<file path="src/rtl/core/bce_pkg.sv">
// Shared types and constants of the betweenness centrality engine.
// No dependencies; imported by bce_if, bce_ratio, bce_ctl, bce_dp, the top level and the checker.
`timescale 1ns / 1ps

package bce_pkg;

   localparam int MAX_VERTICES = 1024;
   localparam int VERT_W       = 10;
   localparam int VCNT_W       = 11;
   localparam int KIND_W       = 2;
   localparam int SCORE_W      = 48;
   localparam int STATUS_W     = 2;
   localparam int FRAC_BITS    = 16;
   localparam int DEP_W        = 32;
   localparam int DIST_W       = 11;

   localparam logic [DIST_W-1:0]  DIST_UNV  = '1;
   localparam logic [DEP_W-1:0]   DEP_MAX   = '1;
   localparam logic [SCORE_W-1:0] SCORE_MAX = '1;

   typedef enum logic [KIND_W-1:0] {
      KIND_ADD   = 2'd0,
      KIND_RUN   = 2'd1,
      KIND_READ  = 2'd2,
      KIND_CLEAR = 2'd3
   } kind_type;

   typedef enum logic [STATUS_W-1:0] {
      STAT_OK       = 2'd0,
      STAT_REJECT   = 2'd1,
      STAT_OVERFLOW = 2'd2
   } status_type;

   typedef enum logic [4:0] {
      ST_IDLE, ST_DECODE, ST_CLR_CENT, ST_INIT, ST_SEED,
      ST_F_RD, ST_F_CHK, ST_F_DA, ST_F_DB, ST_F_SU, ST_F_SW, ST_F_LVL,
      ST_R_RD, ST_R_CHK, ST_R_DA, ST_R_DB, ST_R_RD1, ST_R_RD2, ST_R_DIV,
      ST_R_MUL, ST_R_ACC, ST_R_LVL,
      ST_C_RD, ST_C_WR, ST_S_NEXT, ST_RUN_END, ST_RESP
   } ctl_state_type;

   typedef enum logic [4:0] {
      OP_NONE, OP_LATCH, OP_DECODE, OP_CLR_CENT, OP_INIT, OP_SEED,
      OP_EDGE_RD, OP_EDGE_CHK, OP_DIST_A, OP_FWD_DEC, OP_SIG_U, OP_SIG_W,
      OP_LVL_FWD, OP_REV_DEC, OP_REV_RD1, OP_DIV_START, OP_MUL, OP_ACC,
      OP_LVL_REV, OP_CENT_RD, OP_CENT_WR, OP_SRC_NEXT, OP_RUN_END
   } dp_op_type;

   typedef struct packed {
      dp_op_type op;
   } dp_cmd_type;

   typedef struct packed {
      kind_type kind;
      logic     edge_end;
      logic     edge_skip;
      logic     fwd_hit;
      logic     rev_hit;
      logic     found;
      logic     lvl_zero;
      logic     div_done;
      logic     n_zero;
      logic     clr_last;
      logic     vtx_last;
      logic     src_last;
   } dp_stat_type;

endpackage

</file>
<file path="src/rtl/core/bce_ctl.sv">
// Sequencer of the engine: decodes items and steps the run through its phases.
// Depends on bce_pkg for state, command and status types.
`timescale 1ns / 1ps

module bce_ctl (
   input  logic                 clock,
   input  logic                 reset,
   input  logic                 req_fire,
   input  logic                 out_free,
   input  bce_pkg::dp_stat_type stat,
   output bce_pkg::dp_cmd_type  cmd,
   output logic                 req_ready,
   output logic                 rsp_load
);
   import bce_pkg::*;

   ctl_state_type state_ff, state_in;

   always_ff @(posedge clock) begin
      if (reset) begin
         state_ff <= ST_IDLE;
      end else begin
         state_ff <= state_in;
      end
   end

   always_comb begin
      state_in  = state_ff;
      cmd.op    = OP_NONE;
      req_ready = 1'b0;
      rsp_load  = 1'b0;
      case (state_ff)
         ST_IDLE: begin
            req_ready = 1'b1;
            if (req_fire) begin
               cmd.op   = OP_LATCH;
               state_in = ST_DECODE;
            end
         end
         ST_DECODE: begin
            cmd.op   = OP_DECODE;
            state_in = (stat.kind == KIND_RUN) ? ST_CLR_CENT : ST_RESP;
         end
         ST_CLR_CENT: begin
            cmd.op = OP_CLR_CENT;
            if (stat.clr_last) begin
               state_in = stat.n_zero ? ST_RUN_END : ST_INIT;
            end
         end
         ST_INIT: begin
            cmd.op = OP_INIT;
            if (stat.vtx_last) begin
               state_in = ST_SEED;
            end
         end
         ST_SEED: begin
            cmd.op   = OP_SEED;
            state_in = ST_F_RD;
         end
         ST_F_RD: begin
            cmd.op   = OP_EDGE_RD;
            state_in = ST_F_CHK;
         end
         ST_F_CHK: begin
            cmd.op = OP_EDGE_CHK;
            if (stat.edge_end) begin
               state_in = ST_F_LVL;
            end else if (stat.edge_skip) begin
               state_in = ST_F_RD;
            end else begin
               state_in = ST_F_DA;
            end
         end
         ST_F_DA: begin
            cmd.op   = OP_DIST_A;
            state_in = ST_F_DB;
         end
         ST_F_DB: begin
            cmd.op   = OP_FWD_DEC;
            state_in = stat.fwd_hit ? ST_F_SU : ST_F_RD;
         end
         ST_F_SU: begin
            cmd.op   = OP_SIG_U;
            state_in = ST_F_SW;
         end
         ST_F_SW: begin
            cmd.op   = OP_SIG_W;
            state_in = ST_F_RD;
         end
         ST_F_LVL: begin
            cmd.op = OP_LVL_FWD;
            if (stat.found) begin
               state_in = ST_F_RD;
            end else if (stat.lvl_zero) begin
               state_in = ST_C_RD;
            end else begin
               state_in = ST_R_RD;
            end
         end
         ST_R_RD: begin
            cmd.op   = OP_EDGE_RD;
            state_in = ST_R_CHK;
         end
         ST_R_CHK: begin
            cmd.op = OP_EDGE_CHK;
            if (stat.edge_end) begin
               state_in = ST_R_LVL;
            end else if (stat.edge_skip) begin
               state_in = ST_R_RD;
            end else begin
               state_in = ST_R_DA;
            end
         end
         ST_R_DA: begin
            cmd.op   = OP_DIST_A;
            state_in = ST_R_DB;
         end
         ST_R_DB: begin
            cmd.op   = OP_REV_DEC;
            state_in = stat.rev_hit ? ST_R_RD1 : ST_R_RD;
         end
         ST_R_RD1: begin
            cmd.op   = OP_REV_RD1;
            state_in = ST_R_RD2;
         end
         ST_R_RD2: begin
            cmd.op   = OP_DIV_START;
            state_in = ST_R_DIV;
         end
         ST_R_DIV: begin
            if (stat.div_done) begin
               state_in = ST_R_MUL;
            end
         end
         ST_R_MUL: begin
            cmd.op   = OP_MUL;
            state_in = ST_R_ACC;
         end
         ST_R_ACC: begin
            cmd.op   = OP_ACC;
            state_in = ST_R_RD;
         end
         ST_R_LVL: begin
            cmd.op   = OP_LVL_REV;
            state_in = stat.lvl_zero ? ST_C_RD : ST_R_RD;
         end
         ST_C_RD: begin
            cmd.op   = OP_CENT_RD;
            state_in = ST_C_WR;
         end
         ST_C_WR: begin
            cmd.op   = OP_CENT_WR;
            state_in = stat.vtx_last ? ST_S_NEXT : ST_C_RD;
         end
         ST_S_NEXT: begin
            cmd.op   = OP_SRC_NEXT;
            state_in = stat.src_last ? ST_RUN_END : ST_INIT;
         end
         ST_RUN_END: begin
            cmd.op   = OP_RUN_END;
            state_in = ST_RESP;
         end
         ST_RESP: begin
            if (out_free) begin
               rsp_load = 1'b1;
               state_in = ST_IDLE;
            end
         end
         default: begin
            state_in = ST_IDLE;
         end
      endcase
   end
endmodule

</file>
<file path="config.mk">
export PLATFORM = sky130hd
export DESIGN_NAME = bce_ctl
export DESIGN_NICKNAME = d
export VERILOG_FILES = /design/src/rtl/core/bce_pkg.sv /design/src/rtl/core/bce_ctl.sv
export SDC_FILE = /design/constraint.sdc
export NUM_CORES = 1
export LEC_CHECK = 0
export BUFFER_PORTS_ARGS = -buffer_cell sky130_fd_sc_hd__buf_2
export CAP_MARGIN = 0
export CELL_PAD_IN_SITES_DETAIL_PLACEMENT = 0
export CELL_PAD_IN_SITES_GLOBAL_PLACEMENT = 1
export CORE_MARGIN = 3
export CORE_UTILIZATION = 30
export CTS_CLUSTER_SIZE = 10
export DETAILED_ROUTE_END_ITERATION = 6
export GPL_ROUTABILITY_DRIVEN = 1
export HOLD_SLACK_MARGIN = 0.15
export PLACE_DENSITY_LB_ADDON = 0.1
export SLEW_MARGIN = 20
export SYNTH_ARGS = -nofsm -noshare
export SYNTH_HDL_FRONTEND = slang
export SYNTH_SLANG_ARGS = --single-unit
</file>
<file path="constraint.sdc">
create_clock -name clock -period 1.4 [get_ports clock]
set_input_delay 0.14 -clock clock [delete_from_list [all_inputs] [get_ports clock]]
set_output_delay 0.14 -clock clock [all_outputs]
set_load 0.01 [all_outputs]
</file>
# --- Word-level counts from Yosys, hierarchy flattened ---
# Index checks and enable logic that the tools add are counted.
# W data, S select, Z words.
word_totals:
  reg_bits: 5
  latch_bits: 0
  ramBits: 0
  mem_bits_ro: 0
  input_bits: 17
  elab_cells: 62
  mem_count: 0
classes:
  n_addsub: 0
  n_mul: 0
  n_div: 0
  order_cmp: 0
  n_eq_ne: 32
  n_shift: 0
  mux: 23
  bitwise_logic: 0
  n_reduce_logical: 6
op_table:
  columns: ["cell", "n"]
  rows:
  - ["$pmux W5 S26", 1]
  - ["$pmux W5 S22", 1]
  - ["$mux W5", 12]
  - ["$eq A5 B5 Y1 const B", 11]
  - ["$eq A5 B4 Y1 const B", 8]
  - ["$eq A5 B3 Y1 const B", 4]
  - ["$mux W4", 3]
  - ["$eq A5 B2 Y1 const B", 2]
  - ["$ne A2 B2 Y1 const B", 5]
  - ["$reduce_or A2 Y1", 4]
  - ["$eq A5 B1 Y1 const B", 1]
  - ["$logic_not A5 Y1", 1]
  - ["$reduce_and A5 Y1", 1]
  - ["$mux W1", 4]
  - ["$mux W2", 2]
  - ["$eq A2 B1 Y1 const B", 1]

# --- Longest topological paths before layout ---
# Gate-level depths: netlist of the first run.
depth:
  depth_word: 3
  mapped_depth: 7
  mapped_depth_nobuf: 5

# --- Least setup slack after synthesis of the first run ---
# No wires, ideal clock.
synth_timing:
  kind: "register to register"
  start: "register state_ff[1]"
  end: "register state_ff[3]"
  t_arrival_ns: 1.352
  required_ns: 1.263
  setup_slack_ns: -0.089
  path_stages_with_launch: 8
  path_buffers: 2
  synth_period_minus_slack_ns: 1.489
  path_cell_list: "dfxtp_1 -> buf_6 -> and2_1 -> buf_2 -> a21oi_2 -> o32ai_1 -> a2111oi_0 -> o32ai_1"
synth_between:
  elab_chain_len: 3
  word_cells_on_any_way: 35
  cone_classes: "31 x eq/ne; 1 x mux; 3 x reduce/logical"
synth_lines:
  columns: ["item", "line_no", "source"]
  rows:
  - ["start, declared", "bce_ctl.sv:17", "ctl_state_type state_ff, state_in;"]
  - ["start signal, assigned", "bce_ctl.sv:23", "state_ff <= state_in;"]
  - ["$eq A5 B4 Y1 (tied with other cells)", "bce_ctl.sv:32", "case (state_ff)"]
  - ["$reduce_or A2 Y1 (no source line) / $ne A2 B2 Y1 (equally long branches)", null, null]
  - ["$pmux W5 S26 / $reduce_and A5 Y1 (equally long branches)", null, null]
# Several ways; a longest one is shown, not always the timed one.
# A chain may end at the register's enable or synchronous reset.

# --- Final worst setup path of the first run ---
layout_timing:
  start: "register state_ff[4]"
  end: "register state_ff[3]"
# The elaborated chain is that of the path after synthesis.

==> results_dict.tcl, run 1 <==
set metrics [dict create \
    outcome "complete, but fails checks" \
    violations "negative setup slack" \
    place_hpwl_um 2780 \
    relSlewSlack_pct 71.0 \
    syn_to_final_growth_pct 86.6 \
    cp_top_family "simple AND/OR/NAND/NOR gates" \
    top_regs "state_ff x5" \
    highest_layer "met4" \
    min-delay-start "stat[1]" \
    yosysTopAreaCell "dfxtp_1" \
    cts_num_sinks 5 \
    synth_seq_area_share_pct 11.5 \
    p_comb_share_pct 84.0 \
    start_util_pct 33.2 \
    avgSynthCellArea_um2 6.63 \
    cts_tree "built" \
    max_cap_violations 0 \
    cp-start-kind "register" \
    layout.cells.non_filler 235 \
    clock_skew_ns 0.000992 \
    antenna_cells 0 \
    path_buf_inv 1 \
    period_needed_ns 1.63 \
    ys.warnings.count 0 \
    yosys.area_share.simple_pct 32.9 \
    reg2reg_from "state_ff[4]" \
    synth_top_family_by_area "compound AO/OA/AOI/OAI gates" \
    slowest_delay_ns 0.42 \
    synth.top_cells.by_count "13 x nor2_1, 11 x a21oi_1, 11 x o21ai_0" \
    synth_top_cell_area_share_pct 11.5 \
    synth.mux.area_fraction_pct 1.15 \
    cts.htree.levels 1 \
    clk_latency_ns 0.24 \
    final_core_utilization_pct 62.0 \
    drive_gt1_share_pct 57.6 \
    synthXorXnorAreaFrac_pct 0 \
    crit_arrival_ns 1.74 \
    fp.dieArea_mm2 0.00358 \
    routabilityCongestion 0.920 \
    cts_made_buffers 3 \
    grtUsageTotal_pct 23.5 \
    grt_first_pass_wirelength_um 6420 \
    min_path_type "input port to register" \
    grt_max_degree 14 \
    timing.final.crit_share_pct 117 \
    synth_compound_area_share_pct 42.4 \
    worst_r2r_path_depth 6 \
    root_buffer "clkbuf_4" \
    final_cell_area_mm2 0.00162 \
    drt_wl_total_um 3850 \
    ant_nets 0 \
    p_sw_share_pct 45.1 \
    antenna_found_initial 0 \
    synthAdderAreaFrac_pct 0 \
    clkTransAtPathRegs_ns 0.04 \
    cpMostUsedCell "or3_4" \
    synth_edf_count 0 \
    p_seq_share_pct 11.4 \
    dr_wl_met3_um 352 \
    routedWlPerCell_um 16.4 \
    coreArea_mm2 0.00261 \
    syn_area_um2 868 \
    grt_pass1_vias 1352 \
    syn_inst 131 \
    overflow 0 \
    top_level_ports 24 \
    cp-end-kind "register" \
    first_pass_iters 6 \
    criticalPathCategory "register to register" \
    pwr-share-clk_pct 4.7 \
    rsz0062_at_grt "true" \
    synth_cell_types 49 \
    fmax_mhz 613 \
    r2r_end "state_ff[3]" \
    wl_met2_um 1790 \
    num_vias 1359 \
    largest-register "state_ff" \
    whs_path_depth 4 \
    tightestPinTransition_ns 0.434 \
    fin_tns_setup_ns -1.99 \
    io_buffers 23 \
    fin_ws_ns -0.233 \
    drc 0 \
    crit_path_top_delay_cell "or3_4" \
    leakage_uw 0.000701 \
    n_fill_cell 233 \
    p_switching_uw 1580 \
    netlist_top_cells_area "dfxtp_1 12%, a21oi_1 6.3%, o21ai_0 6.3%, nor2_1 5.6%, o32ai_1 5.0%" \
    crit_chain "buf_6 > or3_4 > or3_4 > nand3_4 > or3_4 > o32ai_2" \
    synth_fp_nets 148 \
    async_flop_share_pct 0 \
    crit_fanout 4 \
    pwr_density_cell_mw_per_mm2 2160 \
    synth-seq-cells 5 \
    hold_viol 0 \
    slew_viol_final 0 \
    power.internal_uw 1920 \
    die_y_um 59.8 \
    setup_viol 12 \
    place_area_mm2 0.00126 \
    m1WireLength_um 1660 \
    synth.most_common_cell "nor2_1" \
    r2r_slack_ns -0.23 \
    fp-row-count 18 \
    synth_top_flop_cell "dfxtp_1" \
    fin_nets 223 \
    viasPerCell 5.78 \
    dieWidth_um 59.8 \
    ir_worst_vdd_mv 1.25 \
    drt_iter0_markers 83 \
    hold-path-endpoint "state_ff[2]" \
    largest_reg_flops 5 \
    holdWs_ns 0.313 \
    worstPathRequired_ns 1.51 \
    dp_cells 214 \
    clk_path_buf_depth 2 \
]
cell usage in the layout, fill, tap and decap left out, types with 2 or more instances in the layout:
| cell | count |
|---|---|
| nor2_1 | 12 |
| o32ai_2 | 2 |
| a21oi_2 | 4 |
| o2111ai_1 | 2 |
| o21ai_1 | 4 |
| buf_2 | 22 |
| nand2_2 | 2 |
| buf_4 | 47 |
| dfxtp_4 | 4 |
| a31oi_1 | 3 |
| a211oi_1 | 2 |
| buf_6 | 12 |
| or2_4 | 2 |
| o21ai_0 | 7 |
| clkbuf_4 | 3 |
| nand2_1 | 9 |
| nor2b_1 | 4 |
| inv_1 | 3 |
| a21oi_1 | 8 |
| nand4b_1 | 2 |
| or3_4 | 3 |
| nand2b_1 | 3 |
| nor3_1 | 2 |
| a32oi_1 | 2 |
| o22ai_1 | 2 |
| inv_4 | 2 |
| o32ai_1 | 3 |
| dlygate4sd3_1 | 2 |
| nand3_1 | 2 |
repair_timing:
item / 4_1_cts / 5_1_grt
setup endpoints to repair: 12 / 12
pin swaps: 13 / 4
endpoints found under the hold margin: 3 / 0
resized for setup: 49 / 6
setup buffers: 13 / 2
hold buffers: 2 / 0
cells by family (layout without fill, tap and decap cells):
kind of cell	count (synthesis)	after routing
compound gates	53	53
buf+inv	20	94
flops	5	5
mux	1	1
simple gates	52	52
worst register-to-register path, stage by stage, from the launching register on:
cell and delay [ns]:
dfxtp_2 0.34, buf_6 0.12, or3_4 0.32, or3_4 0.42, nand3_4 0.11, or3_4 0.14
o32ai_2 0.05
final cells by class:
type / instances / area [µm²] / area share (%)
flip-flops and latches: 5 / 116 / 7.18
repair buffers: 83 / 618 / 38.1
multi-input cells: 106 / 787 / 48.6
well taps: 30 / 37.5 / 2.32
clock buffers: 4 / 26.3 / 1.62
inverters: 7 / 35.0 / 2.16
layer usage:
metal  global-route usage (%)  up-vias
li1                         -      657
met1                     32.6      625
met2                     38.1       69
met3                     2.81        8
met4                     6.33        0
met5                        0        -
how the worst max path moves through the flow:
stage                 from           to  cells past startpoint
2_1_floorplan  state_ff[3]  state_ff[3]                      6
3_3_place_gp   state_ff[2]  state_ff[1]                      5
3_5_place_dp   state_ff[2]  state_ff[1]                      5
4_1_cts        state_ff[4]  state_ff[3]                      6
5_1_grt        state_ff[2]       cmd[1]                      6
6_report       state_ff[4]  state_ff[3]                      6
through the flow:
| stage | setup slack [ns] | total power (µW) |
|---|---|---|
| floorplan | -0.0886 | 1570 |
| global placement | -0.481 | 2590 |
| finish | -0.233 | 3500 |
| CTS | -0.205 | 3370 |
| detailed placement | -0.525 | 2590 |
| global route | -0.271 | 3770 |
power by group through the flow:
stage	registers (µW)	logic, µW	clock network (µW)
floorplan	245	1330	0
global placement	359	2230	0
detailed placement	364	2220	0
CTS	395	2810	164
global route	409	3190	179
finish	398	2930	163
(Power assumes the default switching activity.)
==> inputs of run 2 (changes only) <==
SKIP_LAST_GASP = 1   (was not set)
SLEW_MARGIN = 10   (was 20)
==> results_dict.tcl, run 2 (synthesis gave the netlist of run 1 again) <==
set metrics [dict create \
    outcome "complete, but fails checks" \
    violations "negative setup slack" \
    drt_wl_total_um 3870 \
    slew_viol_final 0 \
    hold_viol 0 \
    ir_worst_vdd_mv 1.25 \
    cts_tree "built" \
    ant_nets 0 \
    clock_skew_ns 0.00148 \
    fp.dieArea_mm2 0.00358 \
    start_util_pct 33.2 \
    fmax_mhz 610 \
    period_needed_ns 1.64 \
    syn_to_final_growth_pct 87.9 \
    tightestPinTransition_ns 0.537 \
    viasPerCell 5.80 \
    pre_cts_ws_ns -0.525 \
    cp-end-kind "register" \
    routedWlPerCell_um 16.5 \
    relSlewSlack_pct 63.8 \
    fin_nets 223 \
    max_cap_violations 0 \
    fin_ws_ns -0.239 \
    rsz0062_at_grt "true" \
    die_y_um 59.8 \
    gr-max-usage-layer "met2" \
    first_pass_iters 7 \
    grt_first_pass_wirelength_um 6420 \
    n_fill_cell 226 \
    finalPower_uw 3550 \
    r2r_slack_ns -0.24 \
    min_path_type "input port to register" \
    largest-register "state_ff" \
    coreArea_mm2 0.00261 \
    multi_input_area_um2 795 \
    drive_gt1_share_pct 58.5 \
    clk_latency_ns 0.24 \
    met3_usage_pct 2.81 \
    dieWidth_um 59.8 \
    grtUsageMet1_pct 32.7 \
    leakage_uw 0.000707 \
    holdWs_ns 0.318 \
    timing.final.crit_share_pct 117 \
    cp-start-kind "register" \
    root_buffer "clkbuf_4" \
    cts_num_sinks 5 \
    crit_fanout 4 \
    clk_path_buf_depth 2 \
    pwr_density_cell_mw_per_mm2 2180 \
    final_core_utilization_pct 62.5 \
    largest_reg_flops 5 \
    worstPathRequired_ns 1.51 \
    layout_common_cells "46 x buf_4, 22 x buf_2, 13 x buf_6" \
    crit_arrival_ns 1.74 \
    top_regs "state_ff x5" \
    routabilityCongestion 0.920 \
    grt_max_degree 14 \
    drc 0 \
    num_vias 1363 \
    antenna_found_initial 0 \
    grt_pass1_vias 1344 \
    grtUsageTotal_pct 23.5 \
    clkTransAtPathRegs_ns 0.04 \
    io_buffers 23 \
    place_hpwl_um 2780 \
    use_met2_pct 38.0 \
    seqCellArea_um2 116 \
    overflow 0 \
    cts_made_buffers 3 \
    criticalPathCategory "register to register" \
    fp-row-count 18 \
    drt_iter0_markers 81 \
    setup_viol 12 \
    top_level_ports 24 \
    final_common_cell "buf_4" \
    cts.htree.levels 1 \
    antenna_cells 0 \
]
[run 2: cell counts in the layout (fill, tap and decap cells not counted)]
No cell type changed its count.
[run 2: through the flow]
step / std cells / setup TNS [ns] / area (µm²)
2_1_floorplan: 131 / -0.205 / 870
5_1_grt: 235 / -2.93 / 1630
3_5_place_dp: 214 / -2.79 / 1260
4_1_cts: 233 / -1.90 / 1570
6_report: 235 / -2.12 / 1630
3_3_place_gp: 214 / -2.82 / 1260
[run 2: final timing paths]
kind,endpoint,start,cells past startpoint
worst max-delay path,state_ff[3],state_ff[4],6
worst min register to register,state_ff[3],state_ff[2],2
worst min-delay path,state_ff[2],stat[1],4
worst max register to register,state_ff[3],state_ff[4],6
[run 2: layout make-up]
type,count,share of cell area [%]
sequential,5,7.13
multi-input combinational,106,48.7
timing repair buffer,83,38.1
inverter,7,2.15
tap,30,2.30
clock buffer,4,1.61
[run 2: worst max-delay path, cell delays in order, from the launching register on]
cell     delay (ns)
dfxtp_2        0.34
buf_6          0.12
or3_4          0.32
or3_4          0.42
nand3_4        0.11
or3_4          0.13
o32ai_2        0.05
[run 2: power breakdown]
part	leakage, µW	internal, µW	switching (µW)
clock network	0.0000150	108	55.9
logic	0.000648	1620	1370
registers	0.0000442	237	168
total	0.000707	1960	1590
[run 2: repair_timing]
action	4_1_cts	5_1_grt
buffers inserted	13	2
hold endpoints to repair	3	0
setup endpoints to repair	12	12
pin swaps	12	7
hold buffers	2	0
gates resized for setup	48	10
[run 2: per-layer routing]
metal	wire, µm	vias to the layer above
li1	-	654
met1	1680	633
met2	1780	66
met3	344	10
met4	72	0
met5	0	-
==> inputs of run 3 (changes only) <==
CORE_UTILIZATION = 32   (was 30)
==> results_dict.tcl, run 3 (synthesis gave the netlist of run 1 again) <==
set metrics [dict create \
    outcome "complete, but fails checks" \
    violations "negative setup slack" \
    crit_fanout 6 \
    seqCellArea_um2 119 \
    dieWidth_um 58.1 \
    min_path_type "input port to register" \
    leakage_uw 0.000788 \
    fp.dieArea_mm2 0.00337 \
    timing.final.crit_share_pct 122 \
    antenna_found_initial 0 \
    tightestPinTransition_ns 0.475 \
    worstPathRequired_ns 1.57 \
    grt_pass1_vias 1281 \
    layout_common_cells "51 x buf_4, 22 x buf_2, 16 x buf_6" \
    cts.htree.levels 1 \
    viasPerCell 6.00 \
    n_fill_cell 180 \
    start_util_pct 34.4 \
    clk_latency_ns 0.24 \
    criticalPathCategory "register to register" \
    finalPower_uw 4110 \
    place_hpwl_um 2730 \
    holdWs_ns 0.316 \
    num_vias 1470 \
    clkTransAtPathRegs_ns 0.04 \
    period_needed_ns 1.71 \
    cp-end-kind "register" \
    cts_made_buffers 3 \
    routabilityCongestion 0.876 \
    crit_arrival_ns 1.88 \
    hold_viol 0 \
    routedWlPerCell_um 18.2 \
    top_level_ports 24 \
    grt_first_pass_wirelength_um 5940 \
    drive_gt1_share_pct 66.0 \
    drt_wl_total_um 4470 \
    max_cap_violations 0 \
    coreArea_mm2 0.00252 \
    antenna_cells 0 \
    io_buffers 23 \
    grt_max_degree 17 \
    top_regs "state_ff x5" \
    final_common_cell "buf_4" \
    slew_viol_final 0 \
    largest_reg_flops 5 \
    die_y_um 58.1 \
    fmax_mhz 584 \
    layout.cells.non_filler 245 \
    overflow 0 \
    cts_num_sinks 5 \
    root_buffer "clkbuf_4" \
    syn_to_final_growth_pct 110 \
    fin_nets 233 \
    multi_input_area_um2 875 \
    pwr_density_cell_mw_per_mm2 2260 \
    grtUsageTotal_pct 22.5 \
    setup_viol 12 \
    fp-row-count 18 \
    ir_worst_vdd_mv 1.87 \
    first_pass_iters 4 \
    dp_cells 213 \
    rsz0062_at_grt "true" \
    final_core_utilization_pct 72.3 \
    fin_ws_ns -0.313 \
    clk_path_buf_depth 2 \
    cts_tree "built" \
    cp-start-kind "register" \
    drt_iter0_markers 95 \
    clock_skew_ns 0.00619 \
    relSlewSlack_pct 68.1 \
    ant_nets 0 \
    drc 0 \
    largest-register "state_ff" \
]
run 3: area by class of cell:
| type | count | share of cell area, % |
|---|---|---|
| Multi-Input combinational cell | 106 | 48.0 |
| Timing Repair Buffer | 93 | 39.9 |
| Tap cell | 30 | 2.06 |
| Sequential cell | 5 | 6.52 |
| Clock buffer | 4 | 1.44 |
| Inverter | 7 | 2.06 |
run 3: report_power, final:
part           total (µW)  switching, µW  internal, µW
Clock                 171           63.2           108
Sequential            371            132           239
Combinational        3570           1660          1920
Total                4110           1850          2260
run 3: worst max-delay path, stage by stage, from the launching register on:
cell,delay [ns]
dfxtp_4,0.38
buf_6,0.14
or2_4,0.23
buf_6,0.13
a32o_2,0.25
nand4b_1,0.22
o21a_1,0.22
nor2_1,0.08
run 3: per-layer routing:
layer | global-route usage, % | wire length, µm | vias to the layer above
met2 | 38.5 | 2200 | 74
met1 | 30.2 | 1870 | 707
met3 | 2.45 | 263 | 18
met4 | 4.97 | 140 | 0
li1 | - | - | 671
met5 | 0 | 0 | -
run 3: worst paths after layout:
kind	start	end	slack [ns]	cells after the start
worst max-delay path	state_ff[2]	state_ff[0]	-0.31	7
worst min-delay path	stat[1]	state_ff[2]	0.32	4
worst max register to register	state_ff[2]	state_ff[0]	-0.31	7
worst min register to register	state_ff[3]	state_ff[3]	0.72	3
run 3: what timing repair did:
item | in CTS | in global routing
endpoints found under the hold margin | 4 | 0
setup buffers | 5 | 21
hold buffers | 2 | 0
setup endpoints to repair | 12 | 12
pin swaps | 8 | 19
resized for setup | 35 | 45
run 3: through the flow:
step	setup slack (ns)	instance area [µm²]	TNS, ns
after floorplan	-0.0886	870	-0.205
after global placement	-0.587	1270	-2.98
after detailed placement	-0.578	1270	-3.19
after CTS	-0.260	1490	-2.19
after global routing	-0.357	1820	-3.33
final	-0.313	1820	-2.77
